**src/hw/rtl/pedq_pkg.sv**
```systemverilog
`timescale 1ns / 1ps

package pedq_pkg;

  // Field widths.
  localparam int unsigned SampleW = 12;
  localparam int unsigned SpanW   = 16;
  localparam int unsigned LevelW  = 9;
  localparam int unsigned SettleW = 10;
  localparam int unsigned CfgIdxW = 3;
  localparam int unsigned NumW    = 28;

  // Full-scale ADC count used by the linear map.
  localparam logic [SampleW-1:0] FullScale = 12'd4095;

  // Half of the map divisor 128 * 4095, added before the divide to round.
  localparam logic [NumW-1:0] HalfDenom = 28'd262080;

  // Remainder bound of the divide by 4095.
  localparam logic [21:0] DivConst = 22'd4095;

  // Configuration register indexes.
  typedef enum logic [CfgIdxW-1:0] {
    CFG_SPAN_LOW  = 3'd0,
    CFG_SPAN_HIGH = 3'd1,
    CFG_REVERSE   = 3'd2,
    CFG_DEADBAND  = 3'd3,
    CFG_SETTLE    = 3'd4
  } cfg_idx_e;

  // Reset values of the configuration registers.
  localparam logic [SpanW-1:0]   SpanLowRst  = 16'h8100;
  localparam logic [SpanW-1:0]   SpanHighRst = 16'h0000;
  localparam logic [SampleW-1:0] DeadbandRst = 12'd12;
  localparam logic [SettleW-1:0] SettleRst   = 10'd50;

endpackage

```
**src/hw/rtl/pot_ema_deadband_quantizer.sv**
```systemverilog
`timescale 1ns / 1ps

// Potentiometer smoothing filter with deadband and half-dB level quantizer.
//
// The slave channel takes one ADC sample per item; tuser flags a start item,
// which seeds the filter and arms the settle countdown. Every other item
// runs the moving average (filtered += (sample - filtered) / 8). The master
// channel carries a new level in half-dB units, with tuser set when it is the
// boot sync issued at the end of the settle countdown. After that, a level is
// sent only once the filter has left the deadband around the last sent value
// and the mapped level changed.
//
// Throughput is one item per cycle while s_axis_tready is high. A result
// reaches the output register through the filter update, registered at the
// edge that accepts its item, then the span multiply, the rounding divide by
// 128 * 4095 and the send decision, which each add a stage. Reset clears the
// filter and all pipeline valid bits and loads the register reset values. When
// the receiver stalls, the output register holds its result and the stages
// behind it fill up; s_axis_tready falls only when every stage holds an item.
// The user must write configuration while idle; the block does not enforce it.
module pot_ema_deadband_quantizer
  import pedq_pkg::*;
(
  input  logic                clk_i,
  input  logic                rst_ni,
  // Configuration write port.
  input  logic                cfg_we_i,
  input  logic [CfgIdxW-1:0]  cfg_addr_i,
  input  logic [SpanW-1:0]    cfg_wdata_i,
  // Sample channel.
  input  logic                s_axis_tvalid,
  output logic                s_axis_tready,
  input  logic [15:0]         s_axis_tdata,   // [11:0] sample
  input  logic                s_axis_tuser,   // [0] start_req
  // Level channel.
  output logic                m_axis_tvalid,
  input  logic                m_axis_tready,
  output logic [15:0]         m_axis_tdata,   // [8:0] level_half_db
  output logic                m_axis_tuser    // [0] boot_sync
);

  // Configuration registers.
  logic [SpanW-1:0]   span_low_q, span_high_q;
  logic               reverse_q;
  logic [SampleW-1:0] deadband_q;
  logic [SettleW-1:0] settle_ticks_q;

  always_ff @(posedge clk_i or negedge rst_ni) begin
    if (!rst_ni) begin
      span_low_q     <= SpanLowRst;
      span_high_q    <= SpanHighRst;
      reverse_q      <= 1'b0;
      deadband_q     <= DeadbandRst;
      settle_ticks_q <= SettleRst;
    end else if (cfg_we_i) begin
      case (cfg_addr_i)
        CFG_SPAN_LOW:  span_low_q     <= cfg_wdata_i;
        CFG_SPAN_HIGH: span_high_q    <= cfg_wdata_i;
        CFG_REVERSE:   reverse_q      <= cfg_wdata_i[0];
        CFG_DEADBAND:  deadband_q     <= cfg_wdata_i[SampleW-1:0];
        CFG_SETTLE:    settle_ticks_q <= cfg_wdata_i[SettleW-1:0];
        default: ;
      endcase
    end
  end

  // Pipeline control.
  logic v1_q, v2_q, v3_q, out_valid_q;
  logic en1, en2, en3, can_out, emit3, take3, accept, pass1;

  // ---------------------------------------------------------------------------
  // Stage 1: filter and settle countdown.
  logic [SampleW-1:0] sample;
  logic               start_req;
  logic [SampleW-1:0] filt_q, filt_d, filt_new;
  logic [SettleW-1:0] settle_q, settle_d, settle_dec;
  logic signed [12:0] diff, diff_adj, filt_sum;
  logic signed [9:0]  ema_step;
  logic               boot1_d;
  logic [SampleW-1:0] filt1_q;
  logic               boot1_q;

  assign sample    = s_axis_tdata[SampleW-1:0];
  assign start_req = s_axis_tuser;
  assign accept    = s_axis_tvalid && s_axis_tready;

  // The shift of a negative difference is biased so it truncates toward zero.
  always_comb begin
    diff       = $signed({1'b0, sample}) - $signed({1'b0, filt_q});
    diff_adj   = diff + (diff[12] ? 13'sd7 : 13'sd0);
    ema_step   = diff_adj[12:3];
    filt_sum   = $signed({1'b0, filt_q}) + {{3{ema_step[9]}}, ema_step};
    filt_new   = filt_sum[SampleW-1:0];
    settle_dec = settle_q - 10'd1;

    filt_d   = filt_q;
    settle_d = settle_q;
    pass1    = 1'b0;
    boot1_d  = 1'b0;
    if (accept) begin
      if (start_req) begin
        filt_d   = sample;
        settle_d = settle_ticks_q;
      end else begin
        filt_d = filt_new;
        if (settle_q != '0) begin
          settle_d = settle_dec;
          pass1    = (settle_dec == '0);
          boot1_d  = 1'b1;
        end else begin
          pass1 = 1'b1;
        end
      end
    end
  end

  always_ff @(posedge clk_i or negedge rst_ni) begin
    if (!rst_ni) begin
      filt_q   <= '0;
      settle_q <= '0;
    end else begin
      filt_q   <= filt_d;
      settle_q <= settle_d;
    end
  end

  always_ff @(posedge clk_i) begin
    if (en1) begin
      filt1_q <= filt_new;
      boot1_q <= boot1_d;
    end
  end

  // ---------------------------------------------------------------------------
  // Stage 2: numerator low * (4095 - p) + high * p as low * 4095 + span * p.
  logic [SampleW-1:0]   p_val;
  logic signed [16:0]   span_diff;
  logic signed [29:0]   prod, low_x, num_full;
  logic signed [NumW-1:0] num2_q;
  logic [SampleW-1:0]   filt2_q;
  logic                 boot2_q;

  always_comb begin
    p_val     = reverse_q ? (FullScale - filt1_q) : filt1_q;
    span_diff = $signed({span_high_q[SpanW-1], span_high_q})
              - $signed({span_low_q[SpanW-1], span_low_q});
    prod      = span_diff * $signed({1'b0, p_val});
    low_x     = $signed({{2{span_low_q[SpanW-1]}}, span_low_q, 12'b0})
              - $signed({{14{span_low_q[SpanW-1]}}, span_low_q});
    num_full  = low_x + prod;
  end

  always_ff @(posedge clk_i) begin
    if (en2) begin
      num2_q  <= num_full[NumW-1:0];
      filt2_q <= filt1_q;
      boot2_q <= boot1_q;
    end
  end

  // ---------------------------------------------------------------------------
  // Stage 3: round half away from zero, divide by 128 then by 4095.
  // The quotient estimate y * 4097 / 2^24 is low by at most one.
  logic [NumW-1:0]      num_neg;
  logic [26:0]          mag;
  logic [NumW-1:0]      x_val;
  logic [20:0]          y_val;
  logic [32:0]          t_val;
  logic [8:0]           q0;
  logic [21:0]          rem;
  logic [9:0]           q_val, q_neg;
  logic signed [LevelW-1:0] level_d, level3_q;
  logic [SampleW-1:0]   filt3_q;
  logic                 boot3_q;

  always_comb begin
    num_neg = '0 - num2_q;
    mag     = num2_q[NumW-1] ? num_neg[26:0] : num2_q[26:0];
    x_val   = {1'b0, mag} + HalfDenom;
    y_val   = x_val[NumW-1:7];
    t_val   = {y_val, 12'b0} + {12'b0, y_val};
    q0      = t_val[32:24];
    rem     = {1'b0, y_val} - {1'b0, q0, 12'b0} + {13'b0, q0};
    q_val   = {1'b0, q0} + {9'b0, (rem >= DivConst)};
    q_neg   = 10'd0 - q_val;
    if (num2_q[NumW-1]) begin
      level_d = q_neg[LevelW-1:0];
    end else if (q_val > 10'd255) begin
      level_d = 9'sd255;
    end else begin
      level_d = q_val[LevelW-1:0];
    end
  end

  always_ff @(posedge clk_i) begin
    if (en3) begin
      level3_q <= level_d;
      filt3_q  <= filt2_q;
      boot3_q  <= boot2_q;
    end
  end

  // ---------------------------------------------------------------------------
  // Stage 4: deadband and change check against the last sent values.
  logic [SampleW-1:0]       sent_raw_q;
  logic signed [LevelW-1:0] sent_half_db_q;
  logic signed [12:0]       moved_s, moved_n;
  logic [SampleW-1:0]       moved;
  logic signed [LevelW-1:0] out_level_q;
  logic                     out_boot_q;

  always_comb begin
    moved_s = $signed({1'b0, filt3_q}) - $signed({1'b0, sent_raw_q});
    moved_n = 13'sd0 - moved_s;
    moved   = moved_s[12] ? moved_n[SampleW-1:0] : moved_s[SampleW-1:0];
    emit3   = boot3_q || ((moved > deadband_q) && (level3_q != sent_half_db_q));
    can_out = !out_valid_q || m_axis_tready;
    take3   = v3_q && (!emit3 || can_out);
    en3     = !v3_q || take3;
    en2     = !v2_q || en3;
    en1     = !v1_q || en2;
  end

  assign s_axis_tready = en1;

  // Valid bits and the last sent values.
  always_ff @(posedge clk_i or negedge rst_ni) begin
    if (!rst_ni) begin
      v1_q           <= 1'b0;
      v2_q           <= 1'b0;
      v3_q           <= 1'b0;
      out_valid_q    <= 1'b0;
      sent_raw_q     <= '0;
      sent_half_db_q <= '0;
    end else begin
      if (en1) v1_q <= pass1;
      if (en2) v2_q <= v1_q;
      if (en3) v3_q <= v2_q;
      if (take3 && emit3) begin
        out_valid_q    <= 1'b1;
        sent_raw_q     <= filt3_q;
        sent_half_db_q <= level3_q;
      end else if (m_axis_tready) begin
        out_valid_q <= 1'b0;
      end
    end
  end

  // Output payload.
  always_ff @(posedge clk_i) begin
    if (take3 && emit3) begin
      out_level_q <= level3_q;
      out_boot_q  <= boot3_q;
    end
  end

  assign m_axis_tvalid = out_valid_q;
  assign m_axis_tdata  = {7'b0, out_level_q};
  assign m_axis_tuser  = out_boot_q;

  // ---------------------------------------------------------------------------
  // Assertions.

  // The input side only backs up once every stage holds an item.
  a_ready_full: assert property (@(posedge clk_i) disable iff (!rst_ni)
    !s_axis_tready |-> (v1_q && v2_q && v3_q && out_valid_q))
    else $error("input stalled with a free pipeline stage");

  // An item blocked in the last stage stays there unchanged.
  a_stage3_hold: assert property (@(posedge clk_i) disable iff (!rst_ni)
    (v3_q && !en3) |=> (v3_q && $stable(level3_q) && $stable(filt3_q)))
    else $error("blocked item in the decision stage was lost");

  // A movement result always carries a level that differs from the last one.
  a_track_new: assert property (@(posedge clk_i) disable iff (!rst_ni)
    (take3 && emit3 && !boot3_q) |-> (level3_q != sent_half_db_q))
    else $error("movement result repeats the last sent level");

  // Each sent result updates the reference for the deadband check.
  a_sent_raw: assert property (@(posedge clk_i) disable iff (!rst_ni)
    (take3 && emit3) |=> (sent_raw_q == $past(filt3_q) && out_valid_q))
    else $error("sent raw value not updated on a result");

endmodule

```
**config.mk**
```make
export PLATFORM = sky130hd
export DESIGN_NAME = pot_ema_deadband_quantizer
export DESIGN_NICKNAME = d
export VERILOG_FILES = /design/src/hw/rtl/pedq_pkg.sv /design/src/hw/rtl/pot_ema_deadband_quantizer.sv
export SDC_FILE = /design/constraint.sdc
export NUM_CORES = 1
export LEC_CHECK = 0
export BUFFER_PORTS_ARGS = -buffer_cell sky130_fd_sc_hd__buf_2
export CAP_MARGIN = 20
export CORE_ASPECT_RATIO = 1.25
export CORE_MARGIN = 2
export CORE_UTILIZATION = 25
export DETAILED_ROUTE_END_ITERATION = 10
export HOLD_SLACK_MARGIN = 0.03
export SYNTH_ARGS = -nofsm -noshare
export SYNTH_HDL_FRONTEND = slang
export SYNTH_SLANG_ARGS = --single-unit
```
**constraint.sdc**
```tcl
create_clock -name clk_i -period 17.9 [get_ports clk_i]
set_clock_uncertainty 0.2 [all_clocks]
set_input_delay 1.79 -clock clk_i [delete_from_list [all_inputs] [get_ports clk_i]]
set_output_delay 1.79 -clock clk_i [all_outputs]
set_load 0.05 [all_outputs]
```
==> flow_metrics.py, run 1 <==
metrics = {
    "outcome": {
        "status": "finished clean",
    },
    "timing": {
        "setup_violations": 0,
        "tightest_slew_ns": 1.121,
        "clock.fmax_mhz": 89.89,
        "timing.max_slew.rel_slack_pct": 24.66,
        "fin_crit_ns": 11.12,
        "slew_viol_final": 0,
        "finalSetupTns_ns": 0,
        "hold_ws_ns": 0.2237,
        "rsz0062_at_grt": "no",
        "post-route-period-util_pct": 62.15,
        "hold_viol": 0,
    },
    "yosys": {
        "ys_top_cells_by_area": "fa_1, edfxtp_1, ha_1",
        "yosys_warnings": 0,
        "synth.ff_latch_count": 188,
        "synth_seq_area_share_pct": 23.12,
        "synth-edff-count": 86,
        "synthTopCellsByCount": "inv_1, fa_1, ha_1",
        "synthCells": 2380,
        "yosysMostFrequentCell": "inv_1",
        "synth_area_per_cell_sq_um": 9.347,
        "yosys_most_used_dff": "dfrtp_1",
        "yosysTopAreaCell": "fa_1",
        "synth_cell_type_count": 86,
        "syn_area_sq_um": 22250,
        "async_flop_share_pct": 54.26,
        "synth.top_cell.area_share_pct": 20.97,
    },
    "placed_design": {
        "hpwl_microns": 44140,
        "portBuffers": 48,
        "dpl-instance-area_sq_um": 23890,
        "place.gp.congestion": 0.8970,
    },
    "routing": {
        "wirelength_microns": 54160,
        "routedWlPerCell_microns": 15.06,
        "drtIter0Drc": 846,
        "vias": 16412,
        "ant_nets": 0,
        "first_pass_iters": 5,
        "viasPerCell": 4.563,
        "remaining_drc_errors": 0,
    },
    "global_routing": {
        "grt_pass1_wl_microns": 88210,
        "antenna_found_initial": 1,
        "grtUsageTotal_pct": 12.16,
        "grt_max_degree": 69,
        "grt_pass1_vias": 16690,
        "grt-ovfl-total": 0,
    },
    "cells_and_area": {
        "drive_above_1_share_pct": 8.723,
        "area_delta_synth_final_pct": 10.43,
        "n_antenna_cell": 0,
        "final_nets": 2884,
        "fillCellCount": 9320,
        "final_area_sq_um": 24570,
    },
    "cts": {
        "clk_pin_slew_ns": 0.08,
        "clk_latency_ns": 0.49,
        "cts_hold_buffers": 0,
        "cts_buffers": 17,
        "root_buffer": "clkbuf_16",
        "cts_tree": "built",
        "htree_num_levels": 4,
        "cts_resized": 0,
        "cts_sinks": 188,
        "postCtsSetupRepairBufs": 0,
        "clock_path_buffers": 2,
    },
    "worst_setup_path": {
        "cp_common_cell": "ha_1",
        "cp-end-kind": "flop",
        "path_max_fanout": 6,
        "crit_required_ns": 17.91,
        "critical_path_class": "flop to flop",
        "cp-start-kind": "flop",
        "cpPeakStageDelay_ns": 0.59,
        "crit_arrival_ns": 11.14,
        "r2r_cells": 44,
        "slowest_stage": "or4_1",
    },
    "hold_path": {
        "min_path_type": "flop to flop",
        "holdPathStages": 0,
    },
    "die": {
        "die_area_sq_um": 91400,
        "initial_utilization_pct": 25.17,
        "dieHeight_microns": 337.5,
        "die_w_microns": 270.8,
        "io_pins": 60,
        "std_cell_rows": 122,
        "core-area_sq_um": 88380,
    },
    "run": {
        "cap_viol_max_count": 0,
    },
}
cell usage in the layout, fill, tap and decap left out, types with 13 or more instances in the layout:
cell type,netlist,routed
mux2_2,51,51
mux2i_1,22,22
buf_4,7,23
fa_1,233,233
buf_2,3,47
nand2_1,202,202
nand4_1,15,15
nor2_1,185,184
dfrtp_1,95,95
and2_1,24,24
clkbuf_16,0,17
or2_2,18,18
a31oi_1,30,30
nor3_1,53,53
a21oi_1,103,103
edfxtp_1,86,86
nor4_1,15,15
o21a_1,13,13
or3_1,21,21
o21ai_0,90,89
ha_1,204,204
xor2_1,60,60
a21o_1,22,22
nor2b_1,29,28
nand2b_1,27,27
inv_1,372,372
xnor2_1,115,114
nand3_1,34,33
registers in the layout, summed over array words and instances, names as in the netlist, 10 cells and up:
register        count
num2_q             28
span_high_q        16
span_low_q         16
deadband_q         12
filt1_q            12
filt2_q            12
filt3_q            12
filt_q             12
sent_raw_q         12
settle_q           10
settle_ticks_q     10
layout make-up:
| class | instances | area [sq um] | share of cell area, % |
|---|---|---|---|
| repair buffers | 72 | 455.4 | 1.854 |
| multi-input cells | 1755 | 15460 | 62.94 |
| clock inverters | 15 | 209.0 | 0.8505 |
| flip-flops and latches | 188 | 5144 | 20.94 |
| inverters | 372 | 1396 | 5.684 |
| clock buffers | 17 | 425.4 | 1.732 |
| well taps | 1178 | 1474 | 5.999 |
through the flow:
stage | utilization (%) | instances | setup slack, ns
after global placement | 27.03 | 3563 | 6.864
after CTS | 27.74 | 3595 | 6.768
after floorplan | - | 2386 | 8.308
after global routing | 27.80 | 3597 | 6.087
after detailed placement | 27.03 | 3563 | 6.835
final | 27.80 | 3597 | 6.776
kinds of logic after synthesis:
logic type	share of synthesized area, %
other	0.01686
AOI/OAI and AO/OA	11.33
xor gates and xnor gates	7.289
DFF	23.12
and+or+nand+nor	14.48
muxes	3.706
adders and majority gates	32.44
buffers and inverters	7.610
critical path: cells and delay by family (launching register included):
kind | cells | cell delay, ns
adders and majority gates | 7 | 1.95
buffers and inverters | 2 | 0.18
DFF | 1 | 0.43
AOI/OAI and AO/OA | 15 | 3.58
muxes | 2 | 0.61
and+or+nand+nor | 14 | 2.91
xor gates and xnor gates | 4 | 0.98
routing by layer:
metal	global-route usage, %	routed length (microns)	vias up
met3	1.648	1537	93
met5	0	13	-
met1	14.44	23100	8018
met4	5.431	2430	2
li1	-	-	7991
met2	21.80	27080	308
path summary, 6_finish.rpt:
kind	startpoint	endpoint	slack [ns]
min	filt2_q[0]	filt3_q[0]	0.22
max in group asynchronous	rst_ni	span_low_q[12]	15.16
min reg2reg	filt2_q[0]	filt3_q[0]	0.22
min in group asynchronous	rst_ni	sent_half_db_q[3]	1.06
max	num2_q[0]	level3_q[8]	6.78
max reg2reg	num2_q[0]	level3_q[8]	6.78
Power of run 1 is not shown: default switching activity piles up to over one toggle a cycle in this logic, so the estimate is an artifact.
==> run 2: changes to the inputs <==
==> constraint.sdc (replaced) <==
create_clock -name clk_i -period 10.7 [get_ports clk_i]
set_clock_uncertainty 0.2 [all_clocks]
set_input_delay 1.07 -clock clk_i [delete_from_list [all_inputs] [get_ports clk_i]]
set_output_delay 1.07 -clock clk_i [all_outputs]
set_load 0.05 [all_outputs]
==> flow_metrics.py, run 2 (synthesized netlist as in run 1, its figures left out) <==
metrics = {
    "outcome": {
        "status": "finished clean",
    },
    "worst_setup_path": {
        "cpPeakStageDelay_ns": 0.58,
        "slowest_stage": "or4_4",
        "crit_arrival_ns": 10.18,
        "cp-start-kind": "flop",
        "r2r-start": "num2_q[0]",
        "rr_endpoint": "level3_q[8]",
        "cp_common_cell": "ha_1",
        "critical_path_class": "flop to flop",
        "worstSetupStartpoint": "num2_q[0]",
        "cp-end-kind": "flop",
        "worst-path-stages": 45,
        "crit_required_ns": 10.71,
        "path_max_fanout": 6,
        "critical_path.top_delay_family": "simple AND/OR/NAND/NOR gates",
        "setup.worst_path.end": "level3_q[8]",
        "r2r_slack_ns": 0.53,
        "path_buf_inv": 4,
        "r2r_cells": 45,
    },
    "timing": {
        "finalSetupTns_ns": 0,
        "timing.max_slew.rel_slack_pct": 29.11,
        "post-route-period-util_pct": 95.03,
        "setup_ws_ns": 0.5319,
        "setup_violations": 0,
        "slew_viol_final": 0,
        "fin_crit_ns": 10.17,
        "hold_viol": 0,
        "clock.fmax_mhz": 98.35,
        "tightest_slew_ns": 1.056,
    },
    "placed_design": {
        "place.gp.congestion": 0.9046,
        "dpl-instance-area_sq_um": 24040,
        "hpwl_microns": 45060,
        "portBuffers": 48,
        "post-place-ws_ns": 0.2646,
    },
    "die": {
        "die_area_sq_um": 91400,
        "initial_utilization_pct": 25.17,
        "io_pins": 60,
        "die_w_microns": 270.8,
        "std_cell_rows": 122,
        "core-area_sq_um": 88380,
        "dieHeight_microns": 337.5,
    },
    "global_routing": {
        "antenna_found_initial": 3,
        "grtUsageTotal_pct": 12.18,
        "grt_util_met2_pct": 22.20,
        "grt_busiest_layer": "met2",
        "met3_usage_pct": 1.413,
        "grt_pass1_wl_microns": 88800,
        "grt-ovfl-total": 0,
        "grt_max_degree": 70,
        "grt_pass1_vias": 16956,
        "met1_usage_pct": 14.43,
    },
    "cells_and_area": {
        "layout_commonest_cell": "inv_1",
        "area_delta_synth_final_pct": 11.23,
        "register_area_sq_um": 5144,
        "layout_common_cells": "inv_1, fa_1, nand2_1, ha_1, nor2_1",
        "top_register": "num2_q",
        "drive_above_1_share_pct": 9.840,
        "multiInputGateArea_sq_um": 15510,
        "final_area_sq_um": 24750,
        "fillCellCount": 9337,
        "largest_reg_flops": 28,
        "reg_top3": "num2_q (28), span_high_q (16), span_low_q (16)",
        "final_nets": 2904,
    },
    "cts": {
        "cts_sinks": 188,
        "cts_buffers": 17,
        "htree_num_levels": 4,
        "cts_tree": "built",
        "root_buffer": "clkbuf_16",
        "clock_path_buffers": 2,
        "clk_latency_ns": 0.47,
        "clk_pin_slew_ns": 0.07,
        "cts_hold_buffers": 0,
    },
    "routing": {
        "drtIter0Drc": 794,
        "first_pass_iters": 5,
        "vias": 16545,
        "ant_nets": 0,
        "remaining_drc_errors": 0,
        "viasPerCell": 4.573,
        "wirelength_microns": 54670,
        "routedWlPerCell_microns": 15.11,
    },
    "run": {
        "cap_viol_max_count": 0,
    },
    "hold_path": {
        "holdPathStages": 0,
        "min_path_type": "flop to flop",
    },
}
[run 2: changes by cell type in the layout (fill, tap and decap cells not counted), moves of 2 or more]
cell	change
ha_1	-2
buf_4	+20
ha_2	+2
inv_6	+3
[run 2: how the worst min path moves through the flow]
| stage | startpoint | to | slack (ns) |
|---|---|---|---|
| floorplan | boot1_q | boot2_q | 0.20 |
| global placement | filt2_q[11] | filt3_q[11] | 0.20 |
| detailed placement | boot1_q | boot2_q | 0.21 |
| CTS | filt2_q[1] | filt3_q[1] | 0.22 |
| global route | filt2_q[1] | filt3_q[1] | 0.23 |
| finish | filt2_q[1] | filt3_q[1] | 0.22 |
[run 2: what timing repair did]
| action | CTS | global route |
|---|---|---|
| endpoints found under the setup margin | 0 | 5 |
| gates resized for setup | 0 | 12 |
| buffers inserted | 0 | 1 |
[run 2: metrics by stage]
stage / hold slack (ns) / std cells / utilization [%]
finish: 0.2219 / 3618 / 28.00
global route: 0.2350 / 3618 / 28.00
CTS: 0.2243 / 3614 / 27.89
detailed placement: 0.2072 / 3582 / 27.20
global placement: 0.2006 / 3582 / 27.20
floorplan: 0.2003 / 2386 / -
[run 2: layout make-up]
type / instances / share of cell area [%]
sequential: 188 / 20.79
clock buffer: 17 / 1.719
timing repair buffer: 92 / 2.447
inverter: 372 / 5.643
multi-input combinational: 1755 / 62.68
antenna: 1 / 0.01011
clock inverter: 15 / 0.7534
tap: 1178 / 5.956
[run 2: worst register-to-register path, delay by kind of cell, from the launching register on]
family	cells	cell delay [ns]
compound gates	14	2.64
flops	1	0.43
buf+inv	4	0.45
mux	2	0.60
fa+ha+maj	8	2.09
simple gates	14	2.84
xor+xnor	3	0.66
[run 2: metal layers]
| metal | vias to the layer above | wire length [microns] | part of all wire, % |
|---|---|---|---|
| met5 | - | 21 | 0.038 |
| met4 | 4 | 2198 | 4.0 |
| met3 | 85 | 1782 | 3.3 |
| met2 | 322 | 27660 | 51 |
| met1 | 8100 | 23010 | 42 |
| li1 | 8034 | - | - |
Power of run 2 is left out for the same reason.
==> run 3: changes to the inputs <==
--- a/config.mk
+++ b/config.mk
@@ -5,13 +5,15 @@
 export SDC_FILE = /design/constraint.sdc
 export NUM_CORES = 1
 export LEC_CHECK = 0
-export BUFFER_PORTS_ARGS = -buffer_cell sky130_fd_sc_hd__buf_2
+export ABC_AREA = 1
+export BUFFER_PORTS_ARGS = -buffer_cell sky130_fd_sc_hd__clkbuf_2
 export CAP_MARGIN = 20
 export CORE_ASPECT_RATIO = 1.25
 export CORE_MARGIN = 2
-export CORE_UTILIZATION = 25
+export CORE_UTILIZATION = 60
 export DETAILED_ROUTE_END_ITERATION = 10
 export HOLD_SLACK_MARGIN = 0.03
+export PLACE_DENSITY = 0.77
 export SYNTH_ARGS = -nofsm -noshare
 export SYNTH_HDL_FRONTEND = slang
 export SYNTH_SLANG_ARGS = --single-unit
==> flow_metrics.py, run 3 <==
metrics = {
    "yosys": {
        "yosys_warnings": 0,
        "synth_area_per_cell_sq_um": 8.336,
        "ys_top_cells_by_area": "fa_1, edfxtp_1, ha_1",
        "synth.ff_latch_count": 188,
        "synth_seq_area_share_pct": 23.82,
        "synthTopCellsByCount": "inv_1, nand2_1, fa_1",
        "async_flop_share_pct": 54.26,
        "synth.top_cell.area_share_pct": 21.60,
        "yosysMostFrequentCell": "inv_1",
        "synthCells": 2590,
        "synth_cell_type_count": 55,
        "yosys_most_used_dff": "dfrtp_1",
        "synth-edff-count": 86,
        "syn_area_sq_um": 21590,
        "yosysTopAreaCell": "fa_1",
    },
    "die": {
        "dieHeight_microns": 216.1,
        "std_cell_rows": 77,
        "initial_utilization_pct": 60.90,
        "io_pins": 60,
        "core-area_sq_um": 35450,
        "die_w_microns": 173.7,
        "die_area_sq_um": 37530,
    },
    "routing": {
        "vias": 16929,
        "routedWlPerCell_microns": 16.10,
        "drtIter0Drc": 1010,
        "ant_nets": 0,
        "viasPerCell": 5.435,
        "wirelength_microns": 50150,
        "first_pass_iters": 8,
        "remaining_drc_errors": 1,
    },
    "cts": {
        "htree_num_levels": 4,
        "clock_path_buffers": 2,
        "cts_hold_buffers": 0,
        "postCtsSetupRepairBufs": 0,
        "cts_tree": "built",
        "cts_buffers": 17,
        "cts_sinks": 188,
        "root_buffer": "clkbuf_16",
        "clk_pin_slew_ns": 0.08,
        "cts_resized": 0,
        "clk_latency_ns": 0.44,
    },
    "global_routing": {
        "met3_usage_pct": 3.667,
        "grt_busiest_layer": "met2",
        "antenna_found_initial": 0,
        "grt_util_met2_pct": 50.69,
        "met1_usage_pct": 32.13,
        "grtUsageTotal_pct": 27.68,
        "grt_max_degree": 80,
        "grt-ovfl-total": 0,
        "grt_pass1_vias": 17555,
        "grt_pass1_wl_microns": 83060,
    },
    "placed_design": {
        "hpwl_microns": 41460,
        "dpl-instance-area_sq_um": 22330,
        "place.gp.congestion": 0.9520,
        "portBuffers": 48,
    },
    "cells_and_area": {
        "reg_top3": "num2_q (28), span_high_q (16), span_low_q (16)",
        "drive_above_1_share_pct": 6.210,
        "largest_reg_flops": 28,
        "layout_common_cells": "inv_1, nand2_1, fa_1",
        "n_antenna_cell": 0,
        "final_area_sq_um": 23040,
        "fillCellCount": 2958,
        "final_nets": 3106,
        "area_delta_synth_final_pct": 6.693,
        "layout_commonest_cell": "inv_1",
        "top_register": "num2_q",
    },
    "timing": {
        "hold_ws_ns": 0.2045,
        "setup_violations": 0,
        "fin_crit_ns": 9.044,
        "finalSetupTns_ns": 0,
        "post-route-period-util_pct": 84.53,
        "tightest_slew_ns": 1.191,
        "clock.fmax_mhz": 110.6,
        "hold_viol": 0,
        "timing.max_slew.rel_slack_pct": 20.36,
        "rsz0062_at_grt": "no",
        "slew_viol_final": 0,
    },
    "outcome": {
        "violations": "DRC",
        "status": "finished with violations",
    },
    "worst_setup_path": {
        "critical_path_class": "flop to flop",
        "cp-end-kind": "flop",
        "crit_arrival_ns": 9.03,
        "cpPeakStageDelay_ns": 0.53,
        "crit_required_ns": 10.69,
        "path_max_fanout": 8,
        "slowest_stage": "xor2_1",
        "cp-start-kind": "flop",
    },
    "run": {
        "cap_viol_max_count": 0,
    },
    "hold_path": {
        "min_path_type": "flop to flop",
    },
}
-- run 3: cell types whose count changed after synthesis, moves of 38 or more --
cell / change
xor2_1: +49
xnor2_1: -59
o21ai_0: +43
nor2_1: +38
mux2_2: -51
nand3_1: +47
nand2_1: +282
inv_1: +163
-- run 3: cell families (layout without fill, tap and decap cells) --
group | after synthesis | after routing | synth area share, %
compound gates | 302 | 302 | 7.603
xor+xnor | 169 | 169 | 7.024
fa+ha+maj | 437 | 437 | 33.43
buf+inv | 591 | 636 | 10.43
flops | 188 | 188 | 23.82
other cells | 1 | 7 | 0.01737
simple gates | 902 | 902 | 17.68
-- run 3: layer usage --
| metal | part of all wire (%) | vias up |
|---|---|---|
| li1 | - | 8134 |
| met1 | 39 | 8164 |
| met2 | 51 | 505 |
| met3 | 5.1 | 126 |
| met4 | 4.8 | 0 |
| met5 | 0 | - |
-- run 3: worst paths after layout --
check | start | endpoint | slack (ns) | cells after the start
worst max register to register | num2_q[8] | level3_q[7] | 1.66 | 46
worst min-delay path | filt2_q[11] | filt3_q[11] | 0.20 | 0
max in group asynchronous | rst_ni | span_high_q[8] | 8.65 | 2
min in group asynchronous | rst_ni | sent_half_db_q[0] | 0.32 | 1
worst max-delay path | num2_q[8] | level3_q[7] | 1.66 | 46
worst min register to register | filt2_q[11] | filt3_q[11] | 0.20 | 0
-- run 3: layout make-up --
type	instances	area [sq um]	share of cell area, %
Tap cell	474	593.1	2.575
Multi-Input combinational cell	1817	14240	61.81
Clock inverter	15	185.2	0.8039
Sequential cell	188	5144	22.33
Timing Repair Buffer	64	422.9	1.836
Clock buffer	17	425.4	1.847
Inverter	540	2027	8.799
-- run 3: metrics by stage --
stage / setup slack, ns / utilization (%) / instances
after floorplan: 3.062 / - / 2596
after detailed placement: 1.729 / 62.98 / 3078
after global placement: 1.867 / 62.98 / 3078
final: 1.656 / 64.97 / 3115
after CTS: 1.701 / 64.70 / 3110
after global routing: 0.9073 / 64.97 / 3115
-- run 3: critical path: cells and delay by family (launching register included) --
kind                     cells  cell delay, ns
XOR/XNOR                     4            1.15
AND/OR/NAND/NOR             22            2.99
flip-flops                   1            0.42
AO/OA/AOI/OAI                8            1.96
adder cells (fa/ha/maj)      6            1.65
buffers and inverters        6            0.43
Power of run 3 is left out for the same reason.
